<file path="src/rtl/core/cvds_pkg.sv">
// Package: shared types, constants and control structs for depth select.
`timescale 1ns / 1ps
package cvds_pkg;

  localparam int DEPTH_MAX_DEF = 256;
  localparam int COST_BITS_DEF = 16;

  localparam logic [2:0] CFG_DEPTH_COUNT = 3'd0;
  localparam logic [2:0] CFG_FOCUS_THR   = 3'd1;
  localparam logic [2:0] CFG_HALF_WIN    = 3'd2;
  localparam logic [2:0] CFG_MAX_VAR     = 3'd3;
  localparam logic [2:0] CFG_MODE        = 3'd4;

  localparam logic [1:0] STATUS_OK       = 2'd0;
  localparam logic [1:0] STATUS_NO_FOCUS = 2'd1;
  localparam logic [1:0] STATUS_REJECT   = 2'd2;

  typedef struct packed {
    logic [15:0] consistency_cost;
    logic [15:0] focus_score;
  } in_word_t;

  typedef struct packed {
    logic [7:0] depth_index;
    logic [1:0] pixel_status;
  } out_word_t;

  // controller -> datapath
  typedef struct packed {
    logic accept;      // take an input word
    logic var_start;   // latch mean, reset pass index
    logic var_step;    // issue one store read
    logic decide;      // form result word
    logic clear;       // restore per-pixel trackers
  } cvds_cmd_t;

  // datapath -> controller
  typedef struct packed {
    logic last_depth;  // accepted word closes the pixel
    logic mean_done;   // mean divider finished
    logic var_last;    // last read issued
    logic var_done;    // accumulation finished
  } cvds_sts_t;

endpackage

</file>
<file path="src/rtl/core/cvds_ctrl.sv">
// Controller: sequences the streaming, mean, variance and result phases.
`timescale 1ns / 1ps
module cvds_ctrl (
  input  logic                clk_i,
  input  logic                rst_ni,
  input  logic                in_valid_i,
  output logic                in_stall_o,
  output logic                out_valid_o,
  input  logic                out_stall_i,
  input  cvds_pkg::cvds_sts_t sts_i,
  output cvds_pkg::cvds_cmd_t cmd_o
);

  localparam logic [2:0] S_STREAM = 3'd0;
  localparam logic [2:0] S_MEAN   = 3'd1;
  localparam logic [2:0] S_VAR    = 3'd2;
  localparam logic [2:0] S_DRAIN  = 3'd3;
  localparam logic [2:0] S_DECIDE = 3'd4;

  logic [2:0] state_q, state_d;
  logic       out_valid_q, out_valid_d;

  // output register frees as soon as taken; decide waits for a free slot
  logic out_free;
  assign out_free = !out_valid_q || !out_stall_i;

  always_comb begin
    state_d     = state_q;
    out_valid_d = out_valid_q && out_stall_i;
    cmd_o       = '0;
    unique case (state_q)
      S_STREAM: begin
        if (in_valid_i) begin
          cmd_o.accept = 1'b1;
          if (sts_i.last_depth) state_d = S_MEAN;
        end
      end
      S_MEAN: begin
        if (sts_i.mean_done) begin
          cmd_o.var_start = 1'b1;
          state_d = S_VAR;
        end
      end
      S_VAR: begin
        cmd_o.var_step = 1'b1;
        if (sts_i.var_last) state_d = S_DRAIN;
      end
      S_DRAIN: begin
        if (sts_i.var_done) state_d = S_DECIDE;
      end
      S_DECIDE: begin
        if (out_free) begin
          cmd_o.decide = 1'b1;
          cmd_o.clear  = 1'b1;
          out_valid_d  = 1'b1;
          state_d      = S_STREAM;
        end
      end
      default: state_d = S_STREAM;
    endcase
  end

  assign in_stall_o  = (state_q != S_STREAM);
  assign out_valid_o = out_valid_q;

  always_ff @(posedge clk_i or negedge rst_ni) begin
    if (!rst_ni) begin
      state_q     <= S_STREAM;
      out_valid_q <= 1'b0;
    end else begin
      state_q     <= state_d;
      out_valid_q <= out_valid_d;
    end
  end

  a_decide_free: assert property (@(posedge clk_i) disable iff (!rst_ni)
    cmd_o.decide |-> out_free)
    else $error("result formed while output slot busy");
  a_no_accept_busy: assert property (@(posedge clk_i) disable iff (!rst_ni)
    (state_q != S_STREAM) |-> !cmd_o.accept)
    else $error("word accepted outside stream phase");
  a_decide_valid: assert property (@(posedge clk_i) disable iff (!rst_ni)
    cmd_o.decide |=> out_valid_q)
    else $error("result not presented after decide");

endmodule

</file>
<file path="config.mk">
export PLATFORM = sky130hd
export DESIGN_NAME = cvds_ctrl
export DESIGN_NICKNAME = d
export VERILOG_FILES = /design/src/rtl/core/cvds_pkg.sv /design/src/rtl/core/cvds_ctrl.sv
export SDC_FILE = /design/constraint.sdc
export NUM_CORES = 1
export LEC_CHECK = 0
export BUFFER_PORTS_ARGS = -buffer_cell sky130_fd_sc_hd__buf_2
export CAP_MARGIN = 20
export CORE_AREA = 2 2 39 41
export DETAILED_ROUTE_END_ITERATION = 12
export DIE_AREA = 0 0 41 43
export PLACE_DENSITY_LB_ADDON = 0.15
export SYNTH_ARGS = -nofsm -noshare
export SYNTH_HDL_FRONTEND = slang
export SYNTH_SLANG_ARGS = --single-unit
</file>
<file path="constraint.sdc">
create_clock -name clk_i -period 1.4 [get_ports clk_i]
set_input_delay 0.14 -clock clk_i [delete_from_list [all_inputs] [get_ports clk_i]]
set_output_delay 0.14 -clock clk_i [all_outputs]
set_load 0.01 [all_outputs]
</file>
==> impl_metrics.sql, run 1 <==
INSERT INTO impl_metrics (metric_group, metric, value, unit) VALUES
('run_status', 'outcome', 'complete, but fails checks', ''),
('run_status', 'failed_checks', 'setup timing', ''),
('placement', 'port-buffer-count', '14', ''),
('cts', 'cts-htree-levels', '1', ''),
('layout', 'final_layout_size_suffix_gt1_frac', '0.633', ''),
('worst_setup_path', 'timing.critical_path.max_delay_family', 'simple AND/OR/NAND/NOR gates', ''),
('cts', 'clkLatencyLatePin', '230', 'ps'),
('synth', 'synth_top_area_share', '0.435', ''),
('layout', 'instances_no_fill', '65', ''),
('placement', 'dp_hpwl', '447', 'µm'),
('layout', 'ant_diodes', '0', ''),
('drt', 'drt_first_iter_violations', '4', ''),
('worst_setup_path', 'critPathBufInv', '2', ''),
('synth', 'flops_latches_synth', '4', ''),
('timing', 'grt_setup_unrepaired', 'true', ''),
('power_and_ir_drop', 'report.power.total', '0.000832', 'W'),
('min_path', 'holdCritPathClass', 'in -> reg', ''),
('timing', 'final_hold_viol_count', '0', ''),
('synth', 'synthesis.yosys.warnings', '0', ''),
('worst_setup_path', 'timing.setup.critical_path_class', 'reg -> out', ''),
('drt', 'detail-route-antenna-nets', '0', ''),
('drt', 'postRouteWirelength', '681', 'µm'),
('worst_setup_path', 'cp-start-kind', 'flop', ''),
('grt', 'grt_max_degree', '8', ''),
('floorplan', 'top_level_ports', '15', ''),
('drt', 'wl_per_cell', '10.5', 'µm'),
('worst_setup_path', 'critical_path_s_slowest_cell', 'dfrtp_1', ''),
('synth', 'ys_top_cells_by_area', 'dfrtp_1 43%, a21oi_1 6.5%, nand3b_1 6.5%, o22ai_2 5.4%, mux2_1 4.9%', ''),
('power_and_ir_drop', 'total_leakage_power', '0.232', 'nW'),
('floorplan', 'initial_core_util', '0.166', ''),
('timing', 'count_of_final_max_slew_check_failures', '0', ''),
('timing', 'post-route-period-util', '1.04', ''),
('cts', 'clock_sink_count', '4', ''),
('timing', 'finClkSkew', '0.493', 'ps'),
('worst_setup_path', 'ordered_list_of_cells_on_the_worst_path', 'buf_6, or3_4, nor2_1, buf_2', ''),
('placement', 'placedCellCount', '54', ''),
('layout', 'fillers', '159', ''),
('timing', 'worst-slew-pin-transition', '270', 'ps'),
('cts', 'clk_pin_slew', '40', 'ps'),
('grt', 'tot_gr_track_use', '0.0848', ''),
('placement', 'routability_congestion_estimate', '0.692', ''),
('cts', 'clockBufferDepth', '2', ''),
('grt', 'grt_antenna_before_repair', '0', ''),
('cts', 'tritoncts_buffers', '3', ''),
('floorplan', 'core.rowCount', '14', ''),
('synth', 'synth_fp_nets', '32', ''),
('timing', 'setup_slack', '-58.9', 'ps'),
('synth', 'synth.distinct_cells', '14', ''),
('worst_setup_path', 'worst_ep_arrival_time', '1320', 'ps'),
('synth', 'syn-cell-area', '230', 'µm²'),
('floorplan', 'die_w', '41', 'µm'),
('worst_setup_path', 'worst_ep_required_time', '1260', 'ps'),
('synth', 'post_synth.cell_area_avg', '9.59', 'µm²'),
('floorplan', 'die_y', '43', 'µm'),
('grt', 'grt_pass1_wl', '924', 'µm'),
('timing', 'timing.final.crit_period', '1460', 'ps'),
('worst_setup_path', 'worst-path-max-fanout', '3', ''),
('placement', 'worst_setup_slack_before_clock_tree_synthesis', '135', 'ps'),
('grt', 'via_count_of_the_first_global_routing_pass', '227', ''),
('cts', 'cts_tree', 'yes', ''),
('layout', 'post_route_utilization', '0.314', ''),
('synth', 'synth.yosys.seq_area_share', '0.435', ''),
('worst_setup_path', 'cpPeakStageDelay', '380', 'ps'),
('drt', 'detail_route.vias_per_cell', '4.22', ''),
('floorplan', 'die_area', '0.00176', 'mm²'),
('drt', 'drt_first_pass_iters', '4', ''),
('run', 'max_cap_violations', '0', ''),
('layout', 'area.growth.synth_to_final', '88.6', '%'),
('layout', 'nets', '59', ''),
('power_and_ir_drop', 'powerDensity', '1920', 'mW/mm²'),
('timing', 'timing.max_slew.rel_slack', '0.820', ''),
('timing', 'fmaxAchievable', '0.685', 'GHz'),
('worst_setup_path', 'worst_setup_path_end_kind', 'output pin', ''),
('power_and_ir_drop', 'vdd_drop_max', '0.000482', 'V'),
('grt', 'gr_ovfl_total', '0', ''),
('floorplan', 'floorplan.core_area', '0.00138', 'mm²'),
('timing', 'finalSetupViolCount', '4', ''),
('drt', 'route.vias.total', '274', ''),
('drt', 'count_of_unresolved_drc_violations_after_routing', '0', ''),
('cts', 'cts_root_buf', 'clkbuf_4', ''),
('synth', 'biggest_area_consumer_among_synthesized_cells', 'dfrtp_1', ''),
('synth', 'gate_count_of_the_mapped_netlist', '24', '');
[layout by cell type, fill, tap and decap left out, drive strengths merged]
master,count
nand3b,2
dlygate4sd3,1
a21oi,3
or2b,1
nor2,3
dfrtp,4
mux2,1
buf,22
or3,1
clkbuf,3
a221oi,1
a21bo,1
inv,1
or3b,1
o22ai,1
nand2,3
[flip-flops by register name, indices dropped and copies added (netlist names)]
| register | count |
|---|---|
| state_q | 3 |
| out_valid_o | 1 |
[layout make-up]
class	count	area (µm²)	share of cell area
well taps	16	20.0	0.0461
repair buffers	23	158	0.363
clock buffers	3	22.5	0.0519
multi-input cells	18	130	0.300
inverters	1	3.75	0.00865
flip-flops and latches	4	100	0.231
[worst paths after layout]
path,from,to,slack (ps),cells after the start
worst max-delay path,state_q[1],cmd_o[4],-60,4
worst min-delay path,out_stall_i,out_valid_o,170,3
worst max register to register,state_q[1],state_q[0],80,4
worst min register to register,out_valid_o,out_valid_o,560,2
max in group asynchronous,rst_ni,state_q[1],1050,2
min in group asynchronous,rst_ni,state_q[2],240,2
[per-stage QoR]
| step | instance area (µm²) | hold WS, ps | TNS (ps) |
|---|---|---|---|
| final | 434 | 167 | -190 |
| after CTS | 389 | 157 | -211 |
| after floorplan | 234 | -156 | 0 |
| after global routing | 434 | 189 | -515 |
| after detailed placement | 324 | -50.9 | 0 |
| after global placement | 324 | -51.6 | 0 |
[cell families after synthesis]
| kind of cell | after synthesis | synth area share |
|---|---|---|
| AOI/OAI and AO/OA | 6 | 0.201 |
| DFF | 4 | 0.435 |
| buffers and inverters | 2 | 0.0489 |
| muxes | 1 | 0.0489 |
| and+or+nand+nor | 11 | 0.266 |
[synth_stat cells (all sizes together)]
library cell,n
dfrtp,4
a21oi,3
nand2,3
nor2,3
nand3b,2
a21bo,1
a221oi,1
buf,1
inv,1
mux2,1
o22ai,1
or2b,1
or3,1
or3b,1
[timing repair]
item	4_1_cts	5_1_grt
hold buffers	1	0
gates resized for setup	3	3
hold endpoints to repair	4	0
setup endpoints to repair	4	5
buffers inserted	3	4
pin swaps	2	2
[tightest hold or removal path, stage by stage]
cell and delay [ps]:
buf_2 100, nand2_1 70, nand2_1 60
[power by group]
part           switching, W  total (W)  internal [W]
Combinational      0.000197   0.000496      0.000299
Sequential        0.0000337   0.000192      0.000158
Clock             0.0000482   0.000144     0.0000960
[routing by layer]
layer  vias up  GRT usage  routed length [µm]
met4         0     0.0400                   0
met2         9      0.125                 385
met5         -          0                   0
met3         0     0.0628                  47
li1        137          -                   -
met1       128     0.0850                 248
No activity file was read; power rests on OpenSTA's default activity.
==> inputs of run 2 (changes only) <==
--- a/config.mk
+++ b/config.mk
@@ -11,6 +11,7 @@
 export DETAILED_ROUTE_END_ITERATION = 12
 export DIE_AREA = 0 0 41 43
 export PLACE_DENSITY_LB_ADDON = 0.15
+export SLEW_MARGIN = 5
 export SYNTH_ARGS = -nofsm -noshare
 export SYNTH_HDL_FRONTEND = slang
 export SYNTH_SLANG_ARGS = --single-unit
==> constraint.sdc (replaced) <==
create_clock -name clk_i -period 1.2 [get_ports clk_i]
set_input_delay 0.12 -clock clk_i [delete_from_list [all_inputs] [get_ports clk_i]]
set_output_delay 0.12 -clock clk_i [all_outputs]
set_load 0.01 [all_outputs]
==> impl_metrics.sql, run 2 (synthesis results as in run 1) <==
INSERT INTO impl_metrics (metric_group, metric, value, unit) VALUES
('run_status', 'outcome', 'complete, but fails checks', ''),
('run_status', 'failed_checks', 'setup timing', ''),
('cts', 'clkLatencyLatePin', '230', 'ps'),
('placement', 'dpl_cell_area', '349', 'µm²'),
('floorplan', 'die_area', '0.00176', 'mm²'),
('layout', 'largest_register_ff_count', '3', ''),
('floorplan', 'top_level_ports', '15', ''),
('grt', 'via_count_of_the_first_global_routing_pass', '267', ''),
('layout', 'design_area', '477', 'µm²'),
('power_and_ir_drop', 'vdd_drop_max', '0.000776', 'V'),
('layout', 'nets', '59', ''),
('worst_setup_path', 'ordered_list_of_cells_on_the_worst_path', 'buf_6, or3_4, nor2_2, buf_2', ''),
('layout', 'final_layout_size_suffix_gt1_frac', '0.694', ''),
('placement', 'port-buffer-count', '14', ''),
('grt', 'tot_gr_track_use', '0.0918', ''),
('worst_setup_path', 'worst_r2r_endpoint', 'state_q[0]', ''),
('drt', 'drt_first_iter_violations', '1', ''),
('layout', 'post_route_utilization', '0.344', ''),
('floorplan', 'initial_core_util', '0.166', ''),
('layout', 'area.growth.synth_to_final', '107', '%'),
('cts', 'cts_root_buf', 'clkbuf_4', ''),
('power_and_ir_drop', 'total_leakage_power', '0.240', 'nW'),
('timing', 'finalSetupViolCount', '7', ''),
('grt', 'grt_max_degree', '7', ''),
('worst_setup_path', 'cpPeakStageDelay', '380', 'ps'),
('layout', 'regMostFlops', 'state_q', ''),
('timing', 'timing.final.crit_period', '1450', 'ps'),
('placement', 'routability_congestion_estimate', '0.692', ''),
('floorplan', 'core.rowCount', '14', ''),
('floorplan', 'floorplan.core_area', '0.00138', 'mm²'),
('cts', 'cts-htree-levels', '1', ''),
('drt', 'drt_first_pass_iters', '2', ''),
('timing', 'setup_slack', '-253', 'ps'),
('timing', 'finClkSkew', '2.24', 'ps'),
('grt', 'grt_antenna_before_repair', '0', ''),
('worst_setup_path', 'worst-path-max-fanout', '3', ''),
('worst_setup_path', 'timing.setup.critical_path_class', 'reg -> out', ''),
('drt', 'detail_route.vias_per_cell', '4.62', ''),
('worst_setup_path', 'reg2reg_depth', '4', ''),
('timing', 'grt_setup_unrepaired', 'true', ''),
('timing', 'worst-slew-pin-transition', '194', 'ps'),
('layout', 'most_frequent_cells_in_the_layout', '11 x buf_2, 6 x buf_6, 5 x buf_4', ''),
('worst_setup_path', 'cp-start-kind', 'flop', ''),
('timing', 'post-route-period-util', '1.21', ''),
('timing', 'timing.max_slew.rel_slack', '0.871', ''),
('drt', 'count_of_unresolved_drc_violations_after_routing', '0', ''),
('placement', 'dp_hpwl', '448', 'µm'),
('cts', 'clockBufferDepth', '2', ''),
('cts', 'cts_tree', 'yes', ''),
('run', 'max_cap_violations', '0', ''),
('drt', 'route.vias.total', '300', ''),
('drt', 'postRouteWirelength', '823', 'µm'),
('cts', 'tritoncts_buffers', '3', ''),
('floorplan', 'die_y', '43', 'µm'),
('floorplan', 'die_w', '41', 'µm'),
('drt', 'wl_per_cell', '12.7', 'µm'),
('worst_setup_path', 'worst_setup_path_end_kind', 'output pin', ''),
('cts', 'clk_pin_slew', '30', 'ps'),
('drt', 'detail-route-antenna-nets', '0', ''),
('worst_setup_path', 'worst_ep_required_time', '1080', 'ps'),
('grt', 'grt_pass1_wl', '1040', 'µm'),
('timing', 'count_of_final_max_slew_check_failures', '0', ''),
('worst_setup_path', 'critical_path_s_slowest_cell', 'dfrtp_1', ''),
('worst_setup_path', 'critPathBufInv', '2', ''),
('min_path', 'worstHoldEndpoint', 'state_q[0]', ''),
('power_and_ir_drop', 'powerDensity', '2250', 'mW/mm²'),
('layout', 'layout_commonest_cell', 'buf_2', ''),
('timing', 'final_hold_viol_count', '0', ''),
('min_path', 'whs_path_depth', '3', ''),
('cts', 'clock_sink_count', '4', ''),
('grt', 'gr_ovfl_total', '0', ''),
('layout', 'ant_diodes', '0', ''),
('min_path', 'worst_min_delay_path_startpoint', 'sts_i[3]', ''),
('worst_setup_path', 'r2r_setup_slack', '-50', 'ps'),
('worst_setup_path', 'worst_ep_arrival_time', '1330', 'ps'),
('worst_setup_path', 'crit-reg2reg-launch', 'state_q[1]', ''),
('worst_setup_path', 'timing.critical_path.max_delay_family', 'simple AND/OR/NAND/NOR gates', ''),
('min_path', 'holdCritPathClass', 'in -> reg', ''),
('timing', 'fmaxAchievable', '0.688', 'GHz');
[run 2: report_power, final]
| part | internal, W | switching, W |
|---|---|---|
| Combinational | 0.000402 | 0.000288 |
| Clock | 0.000111 | 0.0000469 |
| Sequential | 0.000185 | 0.0000407 |
[run 2: area by class of cell]
type / count / area (µm²)
multi-input cells: 18 / 160
flip-flops and latches: 4 / 100
inverters: 1 / 3.75
fillers: 157 / 907
clock buffers: 3 / 22.5
repair buffers: 23 / 170
well taps: 16 / 20.0
[run 2: worst max path at each step]
stage / start / to / slack, ps / cells after the start
floorplan: state_q[1] / cmd_o[1] / -40 / 3
global placement: state_q[2] / cmd_o[0] / 10 / 3
detailed placement: state_q[1] / state_q[0] / 5 / 3
CTS: state_q[2] / cmd_o[1] / -210 / 3
global route: state_q[1] / cmd_o[4] / -300 / 4
finish: state_q[1] / cmd_o[4] / -250 / 4
[run 2: layer usage]
| layer | part of all wire | wire length [µm] | global-route usage | up-vias |
|---|---|---|---|---|
| li1 | - | - | - | 136 |
| met1 | 0.33 | 269 | 0.0915 | 150 |
| met2 | 0.59 | 485 | 0.128 | 10 |
| met3 | 0.034 | 28 | 0.0471 | 4 |
| met4 | 0.049 | 40 | 0.0867 | 0 |
| met5 | 0 | 0 | 0 | - |
[run 2: what timing repair did]
| action | CTS | global route |
|---|---|---|
| setup buffers | 2 | 3 |
| endpoints found under the hold margin | 4 | 0 |
| setup endpoints to repair | 7 | 8 |
| pin swaps | 3 | 2 |
| resized for setup | 5 | 7 |
| hold buffers | 1 | 0 |
| gates cloned | 0 | 0 |
[run 2: worst min-delay path, cell delays in order]
cell and delay [ps]:
buf_2 90, nand3b_1 90, a221oi_2 60
[run 2: per-stage QoR]
stage                     instances  power, W  setup TNS, ps  worst slack [ps]  hold slack, ps
after floorplan                  24  0.000471          -39.3             -39.3            -176
after detailed placement         56  0.000643              0              5.28           -73.7
after global placement           56  0.000650              0              13.4           -70.7
final                            65   0.00107          -1160              -253             178
after CTS                        62  0.000920          -1100              -212             174
after global routing             65   0.00115          -1480              -298             184
==> inputs of run 3 (changes only) <==
--- a/config.mk
+++ b/config.mk
@@ -7,9 +7,11 @@
 export LEC_CHECK = 0
 export BUFFER_PORTS_ARGS = -buffer_cell sky130_fd_sc_hd__buf_2
 export CAP_MARGIN = 20
-export CORE_AREA = 2 2 39 41
+export CELL_PAD_IN_SITES_DETAIL_PLACEMENT = 1
+export CELL_PAD_IN_SITES_GLOBAL_PLACEMENT = 2
+export CORE_MARGIN = 1
+export CORE_UTILIZATION = 17
 export DETAILED_ROUTE_END_ITERATION = 12
-export DIE_AREA = 0 0 41 43
 export PLACE_DENSITY_LB_ADDON = 0.15
 export SLEW_MARGIN = 5
 export SYNTH_ARGS = -nofsm -noshare
==> impl_metrics.sql, run 3 (synthesis results as in run 1) <==
INSERT INTO impl_metrics (metric_group, metric, value, unit) VALUES
('run_status', 'outcome', 'complete, but fails checks', ''),
('run_status', 'failed_checks', 'setup timing', ''),
('cts', 'cts_root_buf', 'clkbuf_4', ''),
('worst_setup_path', 'cp-start-kind', 'flop', ''),
('floorplan', 'top_level_ports', '15', ''),
('drt', 'drt_first_iter_violations', '0', ''),
('timing', 'worst-slew-pin-transition', '245', 'ps'),
('timing', 'final_hold_viol_count', '0', ''),
('layout', 'most_frequent_cells_in_the_layout', '11 x buf_2, 9 x buf_4, 6 x buf_6', ''),
('placement', 'port-buffer-count', '14', ''),
('timing', 'grt_setup_unrepaired', 'true', ''),
('timing', 'timing.max_slew.rel_slack', '0.836', ''),
('layout', 'regMostFlops', 'state_q', ''),
('grt', 'gr_ovfl_total', '0', ''),
('worst_setup_path', 'worst_ep_required_time', '1080', 'ps'),
('cts', 'clkLatencyLatePin', '230', 'ps'),
('run', 'max_cap_violations', '0', ''),
('layout', 'design_area', '505', 'µm²'),
('layout', 'post_route_utilization', '0.426', ''),
('power_and_ir_drop', 'vdd_drop_max', '0.000823', 'V'),
('cts', 'clk_pin_slew', '40', 'ps'),
('placement', 'worst_setup_slack_before_clock_tree_synthesis', '-26.6', 'ps'),
('cts', 'tritoncts_buffers', '3', ''),
('grt', 'grt_max_degree', '6', ''),
('drt', 'drt_first_pass_iters', '1', ''),
('worst_setup_path', 'cpPeakStageDelay', '420', 'ps'),
('cts', 'cts-htree-levels', '1', ''),
('power_and_ir_drop', 'report.power.total', '0.00117', 'W'),
('drt', 'detail_route.vias_per_cell', '4.36', ''),
('worst_setup_path', 'worst_ep_arrival_time', '1290', 'ps'),
('layout', 'nets', '63', ''),
('worst_setup_path', 'r2r_setup_slack', '-160', 'ps'),
('layout', 'fillers', '142', ''),
('timing', 'timing.final.crit_period', '1410', 'ps'),
('layout', 'largest_register_ff_count', '3', ''),
('floorplan', 'floorplan.core_area', '0.00119', 'mm²'),
('cts', 'cts_tree', 'yes', ''),
('power_and_ir_drop', 'powerDensity', '2310', 'mW/mm²'),
('layout', 'area_of_the_multi_input_gates', '161', 'µm²'),
('floorplan', 'initial_core_util', '0.194', ''),
('drt', 'detail-route-antenna-nets', '0', ''),
('placement', 'dpl_cell_area', '354', 'µm²'),
('worst_setup_path', 'critical_path_s_slowest_cell', 'or3b_4', ''),
('worst_setup_path', 'worst_setup_path_end_kind', 'output pin', ''),
('power_and_ir_drop', 'total_leakage_power', '0.264', 'nW'),
('grt', 'tot_gr_track_use', '0.126', ''),
('placement', 'routability_congestion_estimate', '0.741', ''),
('timing', 'finalSetupViolCount', '7', ''),
('timing', 'fin_setup_tns', '-1270', 'ps'),
('floorplan', 'die_w', '38.8', 'µm'),
('layout', 'register_area', '100', 'µm²'),
('grt', 'via_count_of_the_first_global_routing_pass', '319', ''),
('placement', 'dp_hpwl', '527', 'µm'),
('floorplan', 'die_y', '38.8', 'µm'),
('floorplan', 'core.rowCount', '12', ''),
('grt', 'grt_pass1_wl', '1210', 'µm'),
('drt', 'route.vias.total', '292', ''),
('grt', 'grt_antenna_before_repair', '0', ''),
('drt', 'wl_per_cell', '11.3', 'µm'),
('timing', 'fmaxAchievable', '0.707', 'GHz'),
('timing', 'post-route-period-util', '1.18', ''),
('cts', 'clockBufferDepth', '2', ''),
('layout', 'final_layout_size_suffix_gt1_frac', '0.717', ''),
('layout', 'area.growth.synth_to_final', '120', '%'),
('drt', 'postRouteWirelength', '759', 'µm'),
('floorplan', 'die_area', '0.00151', 'mm²'),
('cts', 'clock_sink_count', '4', ''),
('timing', 'finClkSkew', '1.92', 'ps'),
('worst_setup_path', 'timing.critical_path.max_delay_family', 'simple AND/OR/NAND/NOR gates', ''),
('worst_setup_path', 'ordered_list_of_cells_on_the_worst_path', 'or3b_4, a21oi_4, buf_6', ''),
('timing', 'setup_slack', '-214', 'ps'),
('timing', 'count_of_final_max_slew_check_failures', '0', ''),
('worst_setup_path', 'worst-path-max-fanout', '2', ''),
('drt', 'count_of_unresolved_drc_violations_after_routing', '0', ''),
('min_path', 'holdCritPathClass', 'in -> reg', ''),
('layout', 'layout_commonest_cell', 'buf_2', ''),
('worst_setup_path', 'timing.setup.critical_path_class', 'reg -> out', ''),
('worst_setup_path', 'critPathBufInv', '1', ''),
('layout', 'ant_diodes', '0', '');
run 3: changes by cell type in the layout (fill, tap and decap cells not counted):
cell and change:
a221oi_2 -1, o22ai_2 +1, or2b_2 +1, a221oi_4 +1
or2b_4 -1, o22ai_4 -1, buf_4 +4
run 3: cell type report:
cell class,instances,area share
Timing Repair Buffer,27,0.396
Multi-Input combinational cell,18,0.319
Clock buffer,3,0.0446
Inverter,1,0.00743
Sequential cell,4,0.198
Tap cell,14,0.0347
run 3: power by group:
| group | total [W] | leakage [nW] | switching [W] | internal [W] |
|---|---|---|---|---|
| clock | 0.000161 | 0.0138 | 0.0000499 | 0.000112 |
| combinational | 0.000783 | 0.198 | 0.000299 | 0.000484 |
| sequential | 0.000225 | 0.0518 | 0.0000403 | 0.000185 |
| total | 0.00117 | 0.264 | 0.000390 | 0.000780 |
run 3: per-stage QoR:
step | cells | hold WS, ps
final | 67 | 186
after global routing | 67 | 187
after CTS | 65 | 166
after detailed placement | 55 | -71.8
after global placement | 55 | -70.6
after floorplan | 24 | -176
run 3: worst register-to-register path: cells and delay by family, from the launching register on:
family	cells	cell delay [ps]
compound gates	1	220
buf+inv	3	360
flops	1	380
mux	1	300
run 3: worst paths after layout:
path | cells after the start | start | to
min in group asynchronous | 2 | rst_ni | out_valid_o
setup / recovery | 3 | state_q[1] | cmd_o[1]
max in group asynchronous | 2 | rst_ni | state_q[1]
hold reg to reg | 2 | out_valid_o | out_valid_o
hold / removal | 3 | out_stall_i | out_valid_o
setup reg to reg | 5 | state_q[1] | state_q[0]
run 3: layer usage:
metal  up-vias  global-route usage  part of all wire
li1        144                   -                 -
met1       141               0.109              0.41
met2         7               0.246              0.55
met3         0              0.0520             0.033
met4         0              0.0517                 0
met5         -                   0                 0
run 3: timing repair:
item                                    4_1_cts  5_1_grt
resized for setup                             7        4
hold endpoints to repair                      4        0
hold buffers                                  1        0
buffers inserted                              6        2
pin swaps                                     3        3
endpoints found under the setup margin        7        8
